$ cat src/rtl/rpdm_pkg.sv
package rpdm_pkg;

  // Device window and error code reported on a failed master response
  localparam int unsigned  WINDOW_SIZE    = 256;
  localparam logic [3:0]   BUS_ERROR_CODE = 4'd1;

  // Register byte offsets
  localparam logic [7:0] OFF_STATUS = 8'h00;
  localparam logic [7:0] OFF_MOVED  = 8'h04;
  localparam logic [7:0] OFF_CTRL   = 8'h08;
  localparam logic [7:0] OFF_SRC    = 8'h0C;
  localparam logic [7:0] OFF_DST    = 8'h10;
  localparam logic [7:0] OFF_LEN    = 8'h14;

  // Bit positions inside register data
  localparam int unsigned STATUS_DONE_BIT = 1;
  localparam int unsigned STATUS_ERR_BIT  = 2;
  localparam int unsigned CTRL_START_BIT  = 8;

  localparam logic [31:0] WORD_BYTES = 32'd4;

  // Decoded-op queue between front and back
  localparam int unsigned QUEUE_AW    = 1;
  localparam int unsigned QUEUE_DEPTH = 1 << QUEUE_AW;

  typedef enum logic [1:0] {
    CMD_REG_RD  = 2'd0,
    CMD_REG_WR  = 2'd1,
    CMD_RD_RESP = 2'd2,
    CMD_WR_RESP = 2'd3
  } cmd_t;

  typedef enum logic [1:0] {
    KIND_REG_DATA = 2'd0,
    KIND_RD_REQ   = 2'd1,
    KIND_WR_REQ   = 2'd2,
    KIND_DONE     = 2'd3
  } kind_t;

  typedef enum logic [1:0] {
    PH_IDLE = 2'd0,
    PH_RD   = 2'd1,
    PH_WR   = 2'd2
  } phase_t;

  typedef enum logic [2:0] {
    SEL_STATUS,
    SEL_MOVED,
    SEL_CTRL,
    SEL_SRC,
    SEL_DST,
    SEL_LEN,
    SEL_NONE
  } reg_sel_t;

  typedef struct packed {
    cmd_t        cmd;
    reg_sel_t    sel;
    logic [31:0] data;
    logic        ok;
  } op_t;

endpackage

$ cat src/rtl/rpdm_if.sv
interface rpdm_in_if;
  logic        valid;
  logic        ready;
  logic [1:0]  cmd;
  logic [7:0]  reg_offset;
  logic [31:0] write_data;
  logic        resp_ok;

  modport source (output valid, output cmd, output reg_offset, output write_data,
                  output resp_ok, input ready);
  modport sink (input valid, input cmd, input reg_offset, input write_data,
                input resp_ok, output ready);
endinterface

interface rpdm_out_if;
  logic        valid;
  logic        ready;
  logic [1:0]  kind;
  logic [31:0] bus_address;
  logic [31:0] out_data;

  modport source (output valid, output kind, output bus_address, output out_data,
                  input ready);
  modport sink (input valid, input kind, input bus_address, input out_data,
                output ready);
endinterface

$ cat src/rtl/rpdm_front.sv
module rpdm_front #(
  parameter int unsigned WINDOW_SIZE = rpdm_pkg::WINDOW_SIZE
) (
  rpdm_in_if.sink         in_ch,
  input  logic            q_full,
  output logic            q_push,
  output rpdm_pkg::op_t   q_op
);

  logic               in_window;
  rpdm_pkg::reg_sel_t sel;

  assign in_window = {1'b0, in_ch.reg_offset} < 9'(WINDOW_SIZE);

  always_comb begin
    case (in_ch.reg_offset)
      rpdm_pkg::OFF_STATUS: sel = rpdm_pkg::SEL_STATUS;
      rpdm_pkg::OFF_MOVED:  sel = rpdm_pkg::SEL_MOVED;
      rpdm_pkg::OFF_CTRL:   sel = rpdm_pkg::SEL_CTRL;
      rpdm_pkg::OFF_SRC:    sel = rpdm_pkg::SEL_SRC;
      rpdm_pkg::OFF_DST:    sel = rpdm_pkg::SEL_DST;
      rpdm_pkg::OFF_LEN:    sel = rpdm_pkg::SEL_LEN;
      default:              sel = rpdm_pkg::SEL_NONE;
    endcase
    if (!in_window) begin
      sel = rpdm_pkg::SEL_NONE;
    end
  end

  assign in_ch.ready = !q_full;
  assign q_push      = in_ch.valid && !q_full;

  always_comb begin
    q_op.cmd  = rpdm_pkg::cmd_t'(in_ch.cmd);
    q_op.sel  = sel;
    q_op.data = in_ch.write_data;
    q_op.ok   = in_ch.resp_ok;
  end

endmodule

$ cat src/rtl/rpdm_queue.sv
module rpdm_queue (
  input  logic            clk,
  input  logic            rst_n,
  input  logic            push,
  input  rpdm_pkg::op_t   push_op,
  output logic            full,
  input  logic            pop,
  output logic            head_valid,
  output rpdm_pkg::op_t   head_op
);

  localparam int unsigned AW = rpdm_pkg::QUEUE_AW;

  rpdm_pkg::op_t  mem_r [rpdm_pkg::QUEUE_DEPTH];
  logic [AW-1:0]  wr_ptr_r, wr_ptr_nxt;
  logic [AW-1:0]  rd_ptr_r, rd_ptr_nxt;
  logic [AW:0]    count_r, count_nxt;
  logic           do_push, do_pop;

  assign full       = count_r == (AW+1)'(rpdm_pkg::QUEUE_DEPTH);
  assign head_valid = count_r != '0;
  assign head_op    = mem_r[rd_ptr_r];
  assign do_push    = push && !full;
  assign do_pop     = pop && head_valid;

  always_comb begin
    wr_ptr_nxt = do_push ? wr_ptr_r + 1'b1 : wr_ptr_r;
    rd_ptr_nxt = do_pop ? rd_ptr_r + 1'b1 : rd_ptr_r;
    count_nxt  = count_r;
    if (do_push && !do_pop) begin
      count_nxt = count_r + 1'b1;
    end else if (do_pop && !do_push) begin
      count_nxt = count_r - 1'b1;
    end
  end

  always_ff @(posedge clk) begin
    if (!rst_n) begin
      wr_ptr_r <= '0;
      rd_ptr_r <= '0;
      count_r  <= '0;
    end else begin
      wr_ptr_r <= wr_ptr_nxt;
      rd_ptr_r <= rd_ptr_nxt;
      count_r  <= count_nxt;
    end
  end

  always_ff @(posedge clk) begin
    if (do_push) begin
      mem_r[wr_ptr_r] <= push_op;
    end
  end

endmodule

$ cat src/rtl/rpdm_back.sv
module rpdm_back #(
  parameter logic [3:0] BUS_ERROR_CODE = rpdm_pkg::BUS_ERROR_CODE
) (
  input  logic            clk,
  input  logic            rst_n,
  input  logic            op_valid,
  input  rpdm_pkg::op_t   op,
  output logic            op_pop,
  rpdm_out_if.source      out_ch
);

  // Register file and transfer state
  logic                 busy_r, busy_nxt;
  logic                 done_r, done_nxt;
  logic                 err_r, err_nxt;
  logic [3:0]           code_r, code_nxt;
  logic [31:0]          moved_r, moved_nxt;
  logic [1:0]           incr_r, incr_nxt;
  logic [31:0]          src_r, src_nxt;
  logic [31:0]          dst_r, dst_nxt;
  logic [31:0]          len_r, len_nxt;
  logic [31:0]          cur_src_r, cur_src_nxt;
  logic [31:0]          cur_dst_r, cur_dst_nxt;
  logic [32:0]          boff_r, boff_nxt;
  logic [1:0]           lmodes_r, lmodes_nxt;
  logic [31:0]          llen_r, llen_nxt;
  rpdm_pkg::phase_t     phase_r, phase_nxt;

  // Result register
  logic                 out_valid_r, out_valid_nxt;
  rpdm_pkg::kind_t      out_kind_r, out_kind_nxt;
  logic [31:0]          out_addr_r, out_addr_nxt;
  logic [31:0]          out_data_r, out_data_nxt;

  logic                 res_valid;
  rpdm_pkg::kind_t      res_kind;
  logic [31:0]          res_addr;
  logic [31:0]          res_data;
  logic [31:0]          status_word;
  logic                 go_finish, go_rd, go_wr;
  logic                 in_rd, in_wr;

  assign op_pop      = op_valid && (!out_valid_r || out_ch.ready);
  assign status_word = {24'b0, code_r, 1'b0, err_r, done_r, busy_r};
  assign in_rd       = phase_r == rpdm_pkg::PH_RD;
  assign in_wr       = phase_r == rpdm_pkg::PH_WR;

  // Datapath: register updates and the result each op causes
  always_comb begin
    busy_nxt    = busy_r;
    done_nxt    = done_r;
    err_nxt     = err_r;
    code_nxt    = code_r;
    moved_nxt   = moved_r;
    incr_nxt    = incr_r;
    src_nxt     = src_r;
    dst_nxt     = dst_r;
    len_nxt     = len_r;
    cur_src_nxt = cur_src_r;
    cur_dst_nxt = cur_dst_r;
    boff_nxt    = boff_r;
    lmodes_nxt  = lmodes_r;
    llen_nxt    = llen_r;
    res_valid   = 1'b0;
    res_kind    = rpdm_pkg::KIND_REG_DATA;
    res_addr    = '0;
    res_data    = '0;
    go_finish   = 1'b0;
    go_rd       = 1'b0;
    go_wr       = 1'b0;

    if (op_pop) begin
      case (op.cmd)
        rpdm_pkg::CMD_REG_RD: begin
          res_valid = 1'b1;
          case (op.sel)
            rpdm_pkg::SEL_STATUS: res_data = status_word;
            rpdm_pkg::SEL_MOVED:  res_data = moved_r;
            rpdm_pkg::SEL_CTRL:   res_data = {30'b0, incr_r};
            rpdm_pkg::SEL_SRC:    res_data = src_r;
            rpdm_pkg::SEL_DST:    res_data = dst_r;
            rpdm_pkg::SEL_LEN:    res_data = len_r;
            default:              res_data = '0;
          endcase
        end
        rpdm_pkg::CMD_REG_WR: begin
          case (op.sel)
            rpdm_pkg::SEL_STATUS: begin
              if (op.data[rpdm_pkg::STATUS_DONE_BIT]) begin
                done_nxt = 1'b0;
              end
              // clearing the error also clears its code
              if (op.data[rpdm_pkg::STATUS_ERR_BIT]) begin
                err_nxt  = 1'b0;
                code_nxt = '0;
              end
            end
            rpdm_pkg::SEL_CTRL: begin
              incr_nxt = op.data[1:0];
              if (op.data[rpdm_pkg::CTRL_START_BIT] && !busy_r) begin
                err_nxt     = 1'b0;
                done_nxt    = 1'b0;
                moved_nxt   = '0;
                lmodes_nxt  = op.data[1:0];
                llen_nxt    = len_r;
                cur_src_nxt = src_r;
                cur_dst_nxt = dst_r;
                boff_nxt    = '0;
                if (len_r == '0) begin
                  go_finish = 1'b1;
                end else begin
                  busy_nxt  = 1'b1;
                  go_rd     = 1'b1;
                  res_valid = 1'b1;
                  res_kind  = rpdm_pkg::KIND_RD_REQ;
                  res_addr  = src_r;
                end
              end
            end
            rpdm_pkg::SEL_SRC: src_nxt = op.data;
            rpdm_pkg::SEL_DST: dst_nxt = op.data;
            rpdm_pkg::SEL_LEN: len_nxt = op.data;
            default: ;
          endcase
        end
        rpdm_pkg::CMD_RD_RESP: begin
          if (in_rd) begin
            if (!op.ok) begin
              err_nxt   = 1'b1;
              code_nxt  = code_r | BUS_ERROR_CODE;
              go_finish = 1'b1;
            end else begin
              go_wr     = 1'b1;
              res_valid = 1'b1;
              res_kind  = rpdm_pkg::KIND_WR_REQ;
              res_addr  = cur_dst_r;
              res_data  = op.data;
            end
          end
        end
        default: begin
          if (in_wr) begin
            if (!op.ok) begin
              err_nxt   = 1'b1;
              code_nxt  = code_r | BUS_ERROR_CODE;
              go_finish = 1'b1;
            end else begin
              moved_nxt = moved_r + rpdm_pkg::WORD_BYTES;
              boff_nxt  = boff_r + {1'b0, rpdm_pkg::WORD_BYTES};
              if (lmodes_r[0]) begin
                cur_src_nxt = cur_src_r + rpdm_pkg::WORD_BYTES;
              end
              if (lmodes_r[1]) begin
                cur_dst_nxt = cur_dst_r + rpdm_pkg::WORD_BYTES;
              end
              if (boff_nxt < {1'b0, llen_r}) begin
                go_rd     = 1'b1;
                res_valid = 1'b1;
                res_kind  = rpdm_pkg::KIND_RD_REQ;
                res_addr  = cur_src_nxt;
              end else begin
                go_finish = 1'b1;
              end
            end
          end
        end
      endcase

      if (go_finish) begin
        busy_nxt  = 1'b0;
        done_nxt  = 1'b1;
        res_valid = 1'b1;
        res_kind  = rpdm_pkg::KIND_DONE;
        res_addr  = '0;
        res_data  = {24'b0, code_nxt, 1'b0, err_nxt, 1'b1, 1'b0};
      end
    end
  end

  // Phase sequencing
  always_comb begin
    phase_nxt = phase_r;
    if (go_finish) begin
      phase_nxt = rpdm_pkg::PH_IDLE;
    end else if (go_rd) begin
      phase_nxt = rpdm_pkg::PH_RD;
    end else if (go_wr) begin
      phase_nxt = rpdm_pkg::PH_WR;
    end
  end

  // Result register: loads whenever an op retires, drains on out ready
  always_comb begin
    out_valid_nxt = out_valid_r && !out_ch.ready;
    out_kind_nxt  = out_kind_r;
    out_addr_nxt  = out_addr_r;
    out_data_nxt  = out_data_r;
    if (op_pop) begin
      out_valid_nxt = res_valid;
      out_kind_nxt  = res_kind;
      out_addr_nxt  = res_addr;
      out_data_nxt  = res_data;
    end
  end

  assign out_ch.valid       = out_valid_r;
  assign out_ch.kind        = out_kind_r;
  assign out_ch.bus_address = out_addr_r;
  assign out_ch.out_data    = out_data_r;

  always_ff @(posedge clk) begin
    if (!rst_n) begin
      busy_r      <= 1'b0;
      done_r      <= 1'b0;
      err_r       <= 1'b0;
      code_r      <= '0;
      moved_r     <= '0;
      incr_r      <= '0;
      src_r       <= '0;
      dst_r       <= '0;
      len_r       <= '0;
      cur_src_r   <= '0;
      cur_dst_r   <= '0;
      boff_r      <= '0;
      lmodes_r    <= '0;
      llen_r      <= '0;
      phase_r     <= rpdm_pkg::PH_IDLE;
      out_valid_r <= 1'b0;
    end else begin
      busy_r      <= busy_nxt;
      done_r      <= done_nxt;
      err_r       <= err_nxt;
      code_r      <= code_nxt;
      moved_r     <= moved_nxt;
      incr_r      <= incr_nxt;
      src_r       <= src_nxt;
      dst_r       <= dst_nxt;
      len_r       <= len_nxt;
      cur_src_r   <= cur_src_nxt;
      cur_dst_r   <= cur_dst_nxt;
      boff_r      <= boff_nxt;
      lmodes_r    <= lmodes_nxt;
      llen_r      <= llen_nxt;
      phase_r     <= phase_nxt;
      out_valid_r <= out_valid_nxt;
    end
  end

  always_ff @(posedge clk) begin
    out_kind_r <= out_kind_nxt;
    out_addr_r <= out_addr_nxt;
    out_data_r <= out_data_nxt;
  end

  a_busy_tracks_phase: assert property (@(posedge clk) disable iff (!rst_n)
    busy_r == (phase_r != rpdm_pkg::PH_IDLE))
    else $error("busy flag and transfer phase disagree");

  a_offset_word_aligned: assert property (@(posedge clk) disable iff (!rst_n)
    boff_r[1:0] == 2'b00)
    else $error("transfer byte offset not word aligned");

  a_rd_req_no_data: assert property (@(posedge clk) disable iff (!rst_n)
    out_valid_r && (out_kind_r == rpdm_pkg::KIND_RD_REQ) |-> out_data_r == '0)
    else $error("read request carries data");

  a_done_not_busy: assert property (@(posedge clk) disable iff (!rst_n)
    out_valid_r && (out_kind_r == rpdm_pkg::KIND_DONE) |-> !out_data_r[0])
    else $error("finish result reports busy");

endmodule

$ cat src/rtl/register_programmed_dma_mover.sv
// Word-at-a-time DMA engine behind six registers (STATUS, BYTES_MOVED, CTRL,
// SRC, DST, LEN). Items are register reads and writes or master bus responses;
// each produces at most one result: read data, a master read or write request,
// or a transfer-finished report carrying the status. Writing CTRL with bit 8
// set starts a transfer of ceil(LEN/4) words unless one is already running.
// One item is taken per clock: the front decodes the item into a two-entry
// queue, and the back retires one queued op per cycle into a result register
// that is reloaded in the same cycle it is drained. A result is presented by the
// result register after its item has passed through the queue; the back
// stalls only while the result register is full and not being taken, and the
// input stalls only while the queue is full.
module register_programmed_dma_mover #(
  parameter int unsigned WINDOW_SIZE    = rpdm_pkg::WINDOW_SIZE,
  parameter logic [3:0]  BUS_ERROR_CODE = rpdm_pkg::BUS_ERROR_CODE
) (
  input  logic        clk,
  input  logic        rst_n,
  rpdm_in_if.sink     in_ch,
  rpdm_out_if.source  out_ch
);

  logic          q_full;
  logic          q_push;
  rpdm_pkg::op_t q_push_op;
  logic          q_pop;
  logic          q_head_valid;
  rpdm_pkg::op_t q_head_op;

  rpdm_front #(
    .WINDOW_SIZE (WINDOW_SIZE)
  ) u_front (
    .in_ch  (in_ch),
    .q_full (q_full),
    .q_push (q_push),
    .q_op   (q_push_op)
  );

  rpdm_queue u_queue (
    .clk        (clk),
    .rst_n      (rst_n),
    .push       (q_push),
    .push_op    (q_push_op),
    .full       (q_full),
    .pop        (q_pop),
    .head_valid (q_head_valid),
    .head_op    (q_head_op)
  );

  rpdm_back #(
    .BUS_ERROR_CODE (BUS_ERROR_CODE)
  ) u_back (
    .clk      (clk),
    .rst_n    (rst_n),
    .op_valid (q_head_valid),
    .op       (q_head_op),
    .op_pop   (q_pop),
    .out_ch   (out_ch)
  );

endmodule

$ cat src/flat_wrapper.sv
// flat-port wrapper written by rule: the top's interface ports become plain ports
module register_programmed_dma_mover_flat 
#(
  parameter int unsigned WINDOW_SIZE    = rpdm_pkg::WINDOW_SIZE,
  parameter logic [3:0]  BUS_ERROR_CODE = rpdm_pkg::BUS_ERROR_CODE
)
  (clk, rst_n, in_ch_valid, in_ch_cmd, in_ch_reg_offset, in_ch_write_data, in_ch_resp_ok, in_ch_ready, out_ch_valid, out_ch_kind, out_ch_bus_address, out_ch_out_data, out_ch_ready);
  rpdm_in_if in_ch_i ();
  rpdm_out_if out_ch_i ();
  input  logic clk;
  input  logic rst_n;
  input wire logic [$bits(in_ch_i.valid)-1:0] in_ch_valid;
  input wire logic [$bits(in_ch_i.cmd)-1:0] in_ch_cmd;
  input wire logic [$bits(in_ch_i.reg_offset)-1:0] in_ch_reg_offset;
  input wire logic [$bits(in_ch_i.write_data)-1:0] in_ch_write_data;
  input wire logic [$bits(in_ch_i.resp_ok)-1:0] in_ch_resp_ok;
  output wire logic [$bits(in_ch_i.ready)-1:0] in_ch_ready;
  output wire logic [$bits(out_ch_i.valid)-1:0] out_ch_valid;
  output wire logic [$bits(out_ch_i.kind)-1:0] out_ch_kind;
  output wire logic [$bits(out_ch_i.bus_address)-1:0] out_ch_bus_address;
  output wire logic [$bits(out_ch_i.out_data)-1:0] out_ch_out_data;
  input wire logic [$bits(out_ch_i.ready)-1:0] out_ch_ready;
  assign in_ch_i.valid = in_ch_valid;
  assign in_ch_i.cmd = in_ch_cmd;
  assign in_ch_i.reg_offset = in_ch_reg_offset;
  assign in_ch_i.write_data = in_ch_write_data;
  assign in_ch_i.resp_ok = in_ch_resp_ok;
  assign in_ch_ready = in_ch_i.ready;
  assign out_ch_valid = out_ch_i.valid;
  assign out_ch_kind = out_ch_i.kind;
  assign out_ch_bus_address = out_ch_i.bus_address;
  assign out_ch_out_data = out_ch_i.out_data;
  assign out_ch_i.ready = out_ch_ready;
  register_programmed_dma_mover #(.WINDOW_SIZE(WINDOW_SIZE), .BUS_ERROR_CODE(BUS_ERROR_CODE)) u_core (.clk(clk), .rst_n(rst_n), .in_ch(in_ch_i), .out_ch(out_ch_i));
endmodule
$ cat config.mk
export PLATFORM = sky130hd
export DESIGN_NAME = register_programmed_dma_mover_flat
export DESIGN_NICKNAME = d
export VERILOG_FILES = /design/src/rtl/rpdm_pkg.sv /design/src/rtl/rpdm_if.sv /design/src/rtl/rpdm_front.sv /design/src/rtl/rpdm_queue.sv /design/src/rtl/rpdm_back.sv /design/src/rtl/register_programmed_dma_mover.sv /design/src/flat_wrapper.sv
export SDC_FILE = /design/constraint.sdc
export NUM_CORES = 1
export LEC_CHECK = 0
export BUFFER_PORTS_ARGS = -buffer_cell sky130_fd_sc_hd__buf_2
export CORE_ASPECT_RATIO = 1.5
export CORE_UTILIZATION = 48
export DETAILED_ROUTE_END_ITERATION = 6
export PLACE_DENSITY = 0.68
export SYNTH_ARGS = -nofsm -noshare
export SYNTH_HDL_FRONTEND = slang
export SYNTH_SLANG_ARGS = --single-unit
$ cat constraint.sdc
create_clock -name clk -period 3.66 [get_ports clk]
set_input_delay 0.549 -clock clk [delete_from_list [all_inputs] [get_ports clk]]
set_output_delay 0.549 -clock clk [all_outputs]
set_load 0.03 [all_outputs]
==> impl_metrics.csv <==
group,metric,value,unit
synthesis,avgSynthCellArea,9.49,sq um
grt,grt_max_degree,105,
die,io-pin-count,115,
cells_and_area,stdcell_count,2617,
clocking,cts.path.max_buffers,3,
worst_hold_path,hold_end,"u_core.u_queue.mem_r[0][28]",
grt,grt_antenna_before_repair,0,
synthesis,syn_inst,2003,
die,start_util,0.491,
drt,first_iter_violations,1545,
worst_setup_path,path_cells,"and4_1 > and3_1 > nand4_1 > nor2_4 > buf_4 > and4_1 > xor2_1 > ha_1 > a211oi_2 > o21ai_1 > o2bb2ai_2 > nand3_2 > a21oi_2 > buf_6 > o221ai_1",
worst_hold_path,hold_path_depth,1,
clocking,cts_tree,"done",
sta,period_share,0.966,
worst_setup_path,critical_path_class,"flip-flop to flip-flop",
synthesis,synth_fp_nets,2085,
pwr,power.total,13000,uW
clocking,cts_hold_buf,0,
grt,grt_pass1_wl,85900,microns
worst_setup_path,critPathCaptureType,"flip-flop",
synthesis,synth_compound_area_frac,0.203,
cells_and_area,nFillCells,3464,
grt,overflow,0,
synthesis,yosysTopAreaCellShare,0.286,
synthesis,synth-xor-area-share,0.0373,
synthesis,ys_ff_latch,414,
sta,setup_viol,0,
drt,vias,16200,
drt,firstDrtPassIters,6,
worst_setup_path,crit_path_start_kind,"flip-flop",
grt,track_usage,0.273,
synthesis,synth_top_family_by_area,"compound AO/OA/AOI/OAI gates",
cells_and_area,n_antenna_cell,0,
synthesis,yosysSeqAreaShare,0.511,
clocking,cts.clk_slew.worst_paths,0.07,ns
synthesis,yosysWarnings,0,
pwr,peakVddDrop,0.520,mV
synthesis,synth_mux_area_frac,0.0238,
worst_setup_path,arrival,3.78,ns
sta,period_minus_slack,3.54,ns
synthesis,synth_edf_count,142,
drt,drcViolationCount,0,
clocking,cts_max_level,2,
synthesis,synth_fa_ha_area_frac,0.0230,
flow_run,maxCapViolations,0,
worst_setup_path,crit_fanout,8,
die,core-area,38800,sq um
drt,ant_nets,0,
clocking,insertion_delay,0.56,ns
cells_and_area,layout.nets,2173,
die,rows,88,
cells_and_area,area_growth,13.9,%
sta,timing.final.max_slew_violations,0,
die,fp.dieH,246,microns
worst_setup_path,r2r_slack,0.12,ns
pwr,power.density,600,nW/um^2
sta,final.setup.tns,0,ns
worst_hold_path,hp-class,"input pin to flip-flop",
sta,fin_skew,0.0254,ns
synthesis,synth.area.top_cells,"dfxtp_1 (29%), edfxtp_1 (22%), nor2_1 (5.0%), a211oi_1 (4.7%), nand2_1 (3.7%)",
synthesis,netlist_area,19000,sq um
clocking,clock-sinks,414,
sta,clock.fmax,0.283,GHz
synthesis,synth.distinct_cells,64,
synthesis,synth_area_leader_cell,"dfxtp_1",
cells_and_area,drive_above_1_share,0.139,
drt,avgRoutedWirePerCell,21.0,microns
clocking,cts-root-buf,"clkbuf_16",
placement,dp.cells,2542,
grt,grt_pass1_vias,15300,
worst_setup_path,crit_family,"simple AND/OR/NAND/NOR gates",
synthesis,synth_flop_cell,"dfxtp_1",
worst_setup_path,reg2reg_to,"u_core.u_back.out_ch.out_data[1]",
drt,via_per_inst,6.19,
cells_and_area,register_area,9710,sq um
sta,slew_headroom,0.265,
worst_setup_path,r2r-start,"u_core.u_back.boff_r[11]",
placement,dp_hpwl,39200,microns
worst_setup_path,critPathSlowestCell,"dfxtp_2",
sta,max_slew.worst_pin.slew,1.10,ns
status,status,"completed",
worst_hold_path,min_from,"in_ch_write_data[27]",
placement,gp_congestion,0.951,
cells_and_area,multi_input_area,8700,sq um
drt,routed_wl,55000,microns
worst_setup_path,cp.required,3.90,ns
clocking,numCtsBuffers,39,
worst_setup_path,cp_common_cell,"and4_1",
placement,io_buffers,114,
worst_setup_path,r2r_cells,15,
die,fp.dieW,165,microns
synthesis,synthSimpleGateAreaFrac,0.163,
pwr,p_leak,0.00734,uW
sta,rsz0062_at_grt,"yes",
worst_setup_path,timing.critical_path.buf_inv,2,
worst_setup_path,max_stage_delay,0.36,ns
die,die-area,40400,sq um
sta,finalHoldViolCount,0,
synthesis,ys_async_sr_fraction,0,
-- cell families (layout without fill, tap and decap cells) --
group / Yosys count / in the layout
compound gates: 559 / 559
xor+xnor: 81 / 81
fa+ha+maj: 35 / 35
buf+inv: 194 / 313
flops: 414 / 414
mux: 45 / 45
simple gates: 675 / 675
-- through the flow --
step / worst slack [ns] / area [sq um] / utilization / hold slack (ns)
2_1_floorplan: 0.00453 / 19000 / - / 0.436
3_5_place_dp: -0.115 / 20300 / 0.525 / 0.447
4_1_cts: 0.0359 / 21600 / 0.557 / 0.162
3_3_place_gp: -0.0146 / 20300 / 0.525 / 0.443
5_1_grt: -0.0928 / 21700 / 0.559 / 0.164
6_report: 0.123 / 21700 / 0.559 / 0.178
-- sequential cells by signal, indices dropped and copies added (netlist names), 2 cells and up, named ones only --
signal	count
u_core.u_queue.mem_r	76
u_core.u_back.cur_dst_r	32
u_core.u_back.cur_src_r	32
u_core.u_back.dst_r	32
u_core.u_back.len_r	32
u_core.u_back.llen_r	32
u_core.u_back.out_ch.bus_address	32
u_core.u_back.out_ch.out_data	32
u_core.u_back.src_r	32
u_core.u_back.boff_r	31
u_core.u_back.moved_r	30
u_core.u_back.code_r	4
u_core.u_back.incr_r	2
u_core.u_back.lmodes_r	2
u_core.u_back.out_ch.kind	2
u_core.u_back.phase_r	2
u_core.u_queue.count_r	2
-- layer usage --
layer	global-route usage	vias up	routed length, microns
li1	-	7626	-
met1	0.370	7719	23200
met2	0.435	707	25600
met3	0.0280	136	3790
met4	0.128	0	2470
met5	0	-	0
-- layout make-up --
cell class | instances | share of cell area
multi-input combinational | 1395 | 0.402
inverter | 54 | 0.00965
tap | 495 | 0.0286
timing repair buffer | 187 | 0.0547
clock buffer | 51 | 0.0481
clock inverter | 21 | 0.00895
sequential | 414 | 0.448
-- worst max path at each step --
stage | start | endpoint | slack, ns | depth (start not counted)
final | u_core.u_back.boff_r[11] | u_core.u_back.out_ch.out_data[1] | 0.12 | 15
after global routing | u_core.u_back.boff_r[10] | u_core.u_back.out_ch.out_data[1] | -0.09 | 15
after CTS | u_core.u_back.boff_r[8] | u_core.u_back.out_ch.out_data[1] | 0.04 | 14
after detailed placement | u_core.u_back.boff_r[6] | u_core.u_back.out_ch.out_data[1] | -0.12 | 15
after global placement | u_core.u_back.boff_r[6] | u_core.u_back.out_ch.out_data[1] | -0.01 | 15
after floorplan | u_core.u_back.boff_r[4] | u_core.u_back.out_ch.out_data[1] | 0.005 | 15
-- worst reg2reg max path: cells and delay by family, from the launching register on --
kind | cells | cell delay [ns]
AO/OA/AOI/OAI | 5 | 0.84
flip-flops | 1 | 0.36
AND/OR/NAND/NOR | 6 | 1.24
XOR/XNOR | 1 | 0.20
adder cells (fa/ha/maj) | 1 | 0.29
buffers and inverters | 2 | 0.28
-- layout by cell type (no fill, tap or decap), drive strengths merged, types with 18 or more instances in the layout --
cell type / synthesis / final
dfxtp: 272 / 272
nor2: 253 / 253
nand2: 189 / 189
buf: 30 / 187
edfxtp: 142 / 142
a211oi: 119 / 119
a21oi: 101 / 101
o21ai: 92 / 92
a22oi: 67 / 67
inv: 54 / 56
clkbuf: 110 / 51
xnor2: 46 / 46
mux2i: 43 / 43
nand3: 41 / 41
nor3: 38 / 38
xor2: 35 / 35
ha: 35 / 35
a221oi: 35 / 35
nand4: 34 / 34
o22ai: 28 / 28
a22o: 25 / 25
and3: 20 / 20
a21o: 18 / 18
a222oi: 18 / 18
-- Yosys cell counts (36+ instances only) --
cell type,instances
o21ai_0,90
clkbuf_1,110
nor3_1,36
dfxtp_1,272
mux2i_1,43
a21oi_1,101
xnor2_1,46
nor2_1,253
inv_1,54
a22oi_1,67
a211oi_1,118
nand3_1,41
edfxtp_1,142
nand2_1,189
-- timing repair --
item                                    CTS  global route
endpoints found under the setup margin   20            39
gates cloned                              0             0
hold endpoints to repair                  0             0
resized for setup                         4            15
pin swaps                                 1             7
buffers inserted                          0             3
-- power by group --
| group | internal (uW) | switching [uW] | leakage (uW) | total [uW] |
|---|---|---|---|---|
| clock network | 2240 | 1790 | 0.000600 | 4030 |
| logic | 840 | 2410 | 0.00319 | 3250 |
| registers | 5420 | 289 | 0.00355 | 5710 |
Note: power is estimated with default switching activity, not from simulation.
